===== src/rtl/mlfs_pkg.sv =====
// Package for the memory LCD frame serializer.
// Holds the frame geometry defaults, operation and stream phase codes, the
// controller state type, the command/status structs and the line number bit reversal.
`timescale 1ns / 1ps
`default_nettype none

package mlfs_pkg;

    localparam int ROWS_DEF      = 96;
    localparam int ROW_BYTES_DEF = 12;
    localparam int BAND_ROWS_DEF = 24;

    localparam logic [7:0] WRITE_COMMAND_RESET = 8'd128;

    typedef enum logic [1:0] {
        OP_WRITE   = 2'd0,
        OP_INVERT  = 2'd1,
        OP_REQUEST = 2'd2
    } t_op;

    typedef enum logic [1:0] {
        PH_COMMAND = 2'd0,
        PH_LINE    = 2'd1,
        PH_DATA    = 2'd2,
        PH_TRAILER = 2'd3
    } t_phase;

    typedef enum logic [2:0] {
        ST_CLEAR,
        ST_IDLE,
        ST_WRITE,
        ST_INV_READ,
        ST_INV_WRITE,
        ST_REQ_READ,
        ST_REQ_EMIT
    } t_state;

    typedef struct packed {
        logic clear;
        logic capture;
        logic store;
        logic inv_read;
        logic inv_write;
        logic req_read;
        logic req_emit;
    } t_cmd;

    typedef struct packed {
        logic clear_done;
        logic inv_done;
        logic out_free;
    } t_status;

    function automatic logic [7:0] bit_reverse8(input logic [7:0] v);
        logic [7:0] b;
        b = ((v & 8'hF0) >> 4) | ((v & 8'h0F) << 4);
        b = ((b & 8'hCC) >> 2) | ((b & 8'h33) << 2);
        b = ((b & 8'hAA) >> 1) | ((b & 8'h55) << 1);
        return b;
    endfunction

endpackage

`default_nettype wire


===== src/rtl/mlfs_ctrl.sv =====
// Controller state machine of the memory LCD frame serializer.
// Sequences clearing, writes, band inversion and stream requests; uses mlfs_pkg.
`timescale 1ns / 1ps
`default_nettype none

module mlfs_ctrl
    import mlfs_pkg::*;
(
    input  wire logic       i_clk,
    input  wire logic       i_rst_n,
    input  wire logic       i_in_valid,
    input  wire logic [1:0] i_operation,
    input  wire t_status    i_status,
    output logic            o_in_ready,
    output t_cmd            o_cmd
);

    t_state r_state;
    t_state n_state;

    always_ff @(posedge i_clk) begin
        if (!i_rst_n) begin
            r_state <= ST_CLEAR;
        end else begin
            r_state <= n_state;
        end
    end

    always_comb begin
        n_state = r_state;
        case (r_state)
            ST_CLEAR: begin
                if (i_status.clear_done) begin
                    n_state = ST_IDLE;
                end
            end
            ST_IDLE: begin
                if (i_in_valid) begin
                    case (i_operation)
                        OP_WRITE:   n_state = ST_WRITE;
                        OP_INVERT:  n_state = ST_INV_READ;
                        OP_REQUEST: n_state = ST_REQ_READ;
                        default:    n_state = ST_IDLE;
                    endcase
                end
            end
            ST_WRITE:     n_state = ST_IDLE;
            ST_INV_READ: begin
                n_state = i_status.inv_done ? ST_IDLE : ST_INV_WRITE;
            end
            ST_INV_WRITE: n_state = ST_INV_READ;
            ST_REQ_READ:  n_state = ST_REQ_EMIT;
            ST_REQ_EMIT: begin
                if (i_status.out_free) begin
                    n_state = ST_IDLE;
                end
            end
            default:      n_state = ST_IDLE;
        endcase
    end

    always_comb begin
        o_cmd      = '0;
        o_in_ready = 1'b0;
        case (r_state)
            ST_CLEAR:     o_cmd.clear = 1'b1;
            ST_IDLE: begin
                o_in_ready  = 1'b1;
                o_cmd.capture = i_in_valid;
            end
            ST_WRITE:     o_cmd.store = 1'b1;
            ST_INV_READ:  o_cmd.inv_read = !i_status.inv_done;
            ST_INV_WRITE: o_cmd.inv_write = 1'b1;
            ST_REQ_READ:  o_cmd.req_read = 1'b1;
            ST_REQ_EMIT:  o_cmd.req_emit = i_status.out_free;
            default: begin
                o_cmd      = '0;
                o_in_ready = 1'b0;
            end
        endcase
    end

endmodule

`default_nettype wire


===== config.mk =====
export PLATFORM = sky130hd
export DESIGN_NAME = mlfs_ctrl
export DESIGN_NICKNAME = d
export VERILOG_FILES = /design/src/rtl/mlfs_pkg.sv /design/src/rtl/mlfs_ctrl.sv
export SDC_FILE = /design/constraint.sdc
export NUM_CORES = 1
export LEC_CHECK = 0
export ABC_AREA = 1
export BUFFER_PORTS_ARGS = -buffer_cell sky130_fd_sc_hd__buf_2
export CORE_AREA = 4 4 41 43
export CTS_CLUSTER_DIAMETER = 30
export DETAILED_ROUTE_END_ITERATION = 6
export DIE_AREA = 0 0 45 47
export SYNTH_ARGS = -nofsm -noshare
export SYNTH_HDL_FRONTEND = slang
export SYNTH_SLANG_ARGS = --single-unit

===== constraint.sdc =====
create_clock -name i_clk -period 1.3 [get_ports i_clk]
set_input_delay 0.195 -clock i_clk [delete_from_list [all_inputs] [get_ports i_clk]]
set_output_delay 0.195 -clock i_clk [all_outputs]
set_load 0.01 [all_outputs]

==> qor.csv, run 1 <==
metric;value;unit
row count;13;
CTS Root Cell;clkbuf_4;
clock sink total;3;
Worst Hold Depth;3;
Yosys top cell by area;dfxtp_1;
worst rel slew slack;85.6;%
Leakage;0.266;nW
Hold Path Class;in -> reg;
Worst setup EP type;output port;
gate count of the mapped netlist;54;
unrepaired setup endpoints after global routing;yes;
maximum vdd drop;0.584;mV
ratio of cells with drive above 1 in the final layout;41.7;%
max-cap viol count;0;
final setup violation count;0;
Min Hold Slack;0.198;ns
Final WS setup;0.0827;ns
outcome;finished clean;
H-tree Lvls;1;
area grow syn2layout;38.0;%
vias in the first global route;282;
max FFs per register;3;
Worst Path Arrival;1.02;ns
biggest regs;r_state (3);
clk_lat worst skew;0.23;ns
crit path cell chain;nor2_2 > inv_1 > nor2_1 > buf_2;
synth top area cells;dfxtp_1, inv_1, nand2_1, nor2_1, nor2_2;
FF+latch count, synth;3;
Routed WL;677;µm
DR pass1 iterations;4;
die footprint;0.00212;mm²
diode count;0;
vias per cell;3.79;
hold-fix buffers at CTS;0;
deepest clock path buffer count;2;
Avg Cell Area, Syn;5.61;µm²
Cell variety after synth;16;
critical path depth in cells;4;
pins over their slew limit;0;
total power;0.545;mW
Slew @ Worst Pin;0.215;ns
power per cell area;1300;mW/mm²
FMAX;822;MHz
crit share post-route;93.6;%
DRC viols;0;
CP Launch Type;flip-flop;
Synthesized Nets;62;
initial antenna violation count;0;
reg2reg path depth;7;
Initial Util;23.3;%
CTS tree;built;
crit path max fanout;8;
wire per inst;7.78;µm
Final ANT Viol Nets;0;
delay-heaviest family, CP;flip-flops;
final net count;81;
DP Wirelength;585;µm
final hold violations;0;
drt initial violations;5;
Clk pin slew, worst setup/hold paths;0.04;ns
die height;47;µm
Buffers on Ports;15;
Setup Skew;0.00115;ns
Syn Std Cell Area;303;µm²
via count;330;
pre-CTS setup slack;0.223;ns
Fillers;152;
# IOs;16;
Slowest-stage cell, CP;dfxtp_2;
CORE AREA;0.00130;mm²
first-pass GRT wire length;1100;µm
min Tclk post-route;1.22;ns
chip width;45;µm
largest register by flop count;r_state;
CTS Buf Count;3;
setup bufs post-CTS;0;
Worst Path Buf+Inv;2;
RePlAce Congestion;0.757;
Largest stage delay, worst path;0.36;ns
R2R Setup Slk;0.29;ns
Final Util;32.1;%
critical path required time;1.11;ns
Congestion Overflow GR;0;
synth warn;0;
largest net degree at the start of global routing;9;
GRT Total Usage;7.50;%
Setup CP Type;reg -> out;
share of the synthesized area in the top cell type;19.8;%
Seq/Total Area, Yosys;19.8;%
## synthesized netlist by cell type (all sizes together)
cell type and number:
nor2 14, or2 1, o21ai 1, nand3 4, dfxtp 3, inv 14
buf 1, nor3 2, a211oi 1, a21oi 1, nand2 12
## cell families (layout without fill, tap and decap cells)
| logic type | Yosys count | after routing | synth area share [%] |
|---|---|---|---|
| buffers and inverters | 15 | 33 | 21.1 |
| AO/OA/AOI/OAI | 3 | 3 | 5.78 |
| flip-flops | 3 | 3 | 19.8 |
| AND/OR/NAND/NOR | 33 | 33 | 53.3 |
## worst reg2reg max path: stages (launching register included)
cell and delay, ns:
dfxtp_2 0.38, nand2_1 0.08, nor2_1 0.08, nand2_1 0.08, nand2_2 0.07, inv_1 0.04
a21oi_1 0.13, nor2_1 0.05
## layout by cell type (no fill, tap or decap)
master / n
a211oi_1: 1
a21oi_1: 1
buf_2: 15
clkbuf_1: 1
clkbuf_4: 3
dfxtp_2: 3
inv_1: 12
inv_2: 1
inv_4: 1
nand2_1: 11
nand2_2: 1
nand3_1: 2
nand3_2: 1
nand3_4: 1
nor2_1: 11
nor2_2: 3
nor3_1: 2
o21ai_1: 1
or2_2: 1
## power by group
group / leakage (nW) / internal (mW) / switching (mW)
Clock: 0.0150 / 0.115 / 0.0489
Sequential: 0.0258 / 0.114 / 0.0333
Combinational: 0.226 / 0.0963 / 0.138
Total: 0.266 / 0.325 / 0.220
## worst paths after layout
path	startpoint	to
setup / recovery	r_state[0]	o_cmd[6]
hold / removal	i_rst_n	r_state[2]
setup reg to reg	r_state[1]	r_state[0]
hold reg to reg	r_state[1]	r_state[1]
## area by class of cell
class	count	area, µm²	area share (%)
flip-flops and latches	3	63.8	15.3
clock buffers	4	26.3	6.29
well taps	15	18.8	4.49
repair buffers	15	75.1	18.0
inverters	14	55.1	13.2
multi-input cells	36	179	42.8
## repair_timing
action                                  4_1_cts  5_1_grt
gates resized for setup                       1        3
endpoints found under the setup margin        2        6
pin swaps                                     0        0
## routing by layer
metal / track usage (%) / up-vias / part of all wire (%) / wire [µm]
met4: 1.75 / 0 / 0 / 0
met5: 0 / - / 0 / 0
met2: 9.04 / 12 / 37 / 251
li1: - / 195 / - / -
met3: 5.75 / 0 / 9.9 / 67
met1: 10.2 / 123 / 53 / 358
## stage by stage
stage / area, µm² / TNS, ns / std cells
floorplan: 303 / 0 / 54
global placement: 385 / 0 / 83
detailed placement: 385 / 0 / 83
CTS: 413 / 0 / 87
global route: 418 / -0.0335 / 87
finish: 418 / 0 / 87
No activity file was read; power rests on OpenSTA's default activity.
==> inputs of run 2 (changes only) <==
- CTS_BUF_LIST: not set -> sky130_fd_sc_hd__clkbuf_8
- CTS_CLUSTER_SIZE: not set -> 16
- SKIP_LAST_GASP: not set -> 1
==> qor.csv, run 2 (same netlist as run 1, synthesis figures left out) <==
metric;value;unit
HP Start;i_rst_n;
final net count;81;
min Tclk post-route;1.20;ns
launch point of the worst path;r_state[1];
critical path required time;1.11;ns
diode count;0;
RePlAce Congestion;0.757;
vias per cell;3.78;
H-tree Lvls;1;
outcome;finished clean;
GRT Total Usage;7.50;%
Worst setup EP type;output port;
first-pass GRT wire length;1100;µm
unrepaired setup endpoints after global routing;no;
die height;47;µm
Largest stage delay, worst path;0.33;ns
largest net degree at the start of global routing;9;
most frequent cells in the layout;buf_2, inv_1, nand2_1, nor2_1;
Setup Skew;0.00273;ns
DR pass1 iterations;2;
die footprint;0.00212;mm²
Worst Hold Depth;3;
CTS tree;built;
delay-heaviest family, CP;flip-flops;
clk_lat worst skew;0.21;ns
power share of the clock group;40.6;%
row count;13;
initial antenna violation count;0;
Final ANT Viol Nets;0;
FMAX;830;MHz
Hold Path Class;in -> reg;
area grow syn2layout;43.4;%
Setup TNS Final;0;ns
Worst Path Arrival;1.01;ns
CTS Root Cell;clkbuf_8;
chip width;45;µm
global routing's busiest layer;met1;
Sequential Power Share;22.9;%
clock sink total;3;
Final Util;33.4;%
largest register by flop count;r_state;
Worst Path Buf+Inv;2;
drt initial violations;8;
critical path depth in cells;4;
hold-fix buffers at CTS;0;
P_sw;0.229;mW
DP Wirelength;585;µm
logic gate share of total power;36.5;%
crit path cell chain;inv_2 > nand3_4 > nor2_1 > buf_2;
Slowest-stage cell, CP;dfxtp_2;
final hold violations;0;
Leakage;0.278;nW
met3 usage;5.75;%
M1 GR Usage;10.2;%
crit share post-route;92.7;%
wire per inst;7.83;µm
grt met2 use;9.04;%
CORE AREA;0.00130;mm²
Routed WL;681;µm
vias in the first global route;282;
Min Hold Slack;0.219;ns
max-cap viol count;0;
max FFs per register;3;
CTS Buf Count;3;
final setup violation count;0;
via count;329;
Fillers;151;
reg2reg path depth;6;
power per cell area;1470;mW/mm²
Clk pin slew, worst setup/hold paths;0.03;ns
ratio of cells with drive above 1 in the final layout;41.7;%
pins over their slew limit;0;
Initial Util;23.3;%
Setup CP Type;reg -> out;
Net Sw Frac;35.8;%
Internal Power;0.410;mW
Congestion Overflow GR;0;
Buffers on Ports;15;
DRC viols;0;
maximum vdd drop;0.822;mV
Reg-to-Reg Start;r_state[0];
Slew @ Worst Pin;0.215;ns
setup bufs post-CTS;0;
commonest non-fill, non-tap cell in the layout;buf_2;
CP Launch Type;flip-flop;
deepest clock path buffer count;2;
biggest regs;r_state (3);
worst rel slew slack;85.6;%
# IOs;16;
crit path max fanout;6;
-- run 2: what timing repair did --
item                                   4_1_cts  5_1_grt
setup endpoints to repair                    0        8
endpoints found under the hold margin        0        0
resized for setup                            0        3
-- run 2: worst register-to-register path: stages, from the launching register on --
cell	delay [ns]
dfxtp_2	0.36
nor2_2	0.14
nand3_2	0.09
nand2_2	0.08
inv_1	0.04
a21oi_1	0.13
nor2_1	0.05
-- run 2: worst paths after layout --
| kind | slack (ns) | end |
|---|---|---|
| min reg2reg | 0.64 | r_state[1] |
| max | 0.1 | o_cmd[5] |
| min | 0.22 | r_state[2] |
| max reg2reg | 0.30 | r_state[0] |
-- run 2: per-layer routing --
metal / vias to the layer above / wire [µm]
met4: 0 / 0
met1: 124 / 343
met5: - / 0
li1: 192 / -
met2: 13 / 252
met3: 0 / 85
-- run 2: cell type report --
type	count	area [µm²]	area share, %
Multi-Input combinational cell	36	179	41.2
Timing Repair Buffer	15	75.1	17.3
Sequential cell	3	63.8	14.7
Inverter	14	52.6	12.1
Clock buffer	3	41.3	9.51
Tap cell	15	18.8	4.32
Clock inverter	1	3.75	0.865
-- run 2: stage by stage --
step                      cell area (µm²)  power, mW  cells  setup slack [ns]
final                                 434      0.639     87            0.0954
after global routing                  434      0.697     87            0.0101
after global placement                385      0.378     83             0.228
after detailed placement              385      0.380     83             0.223
after floorplan                       303      0.322     54             0.311
after CTS                             430      0.648     87            0.0198
-- run 2: power groups by stage --
stage          logic (mW)  registers, mW  clock network, mW
2_1_floorplan       0.197          0.124                  0
3_3_place_gp        0.235          0.143                  0
3_5_place_dp        0.237          0.143                  0
4_1_cts             0.238          0.142              0.269
5_1_grt             0.264          0.151              0.282
6_report            0.234          0.146              0.260
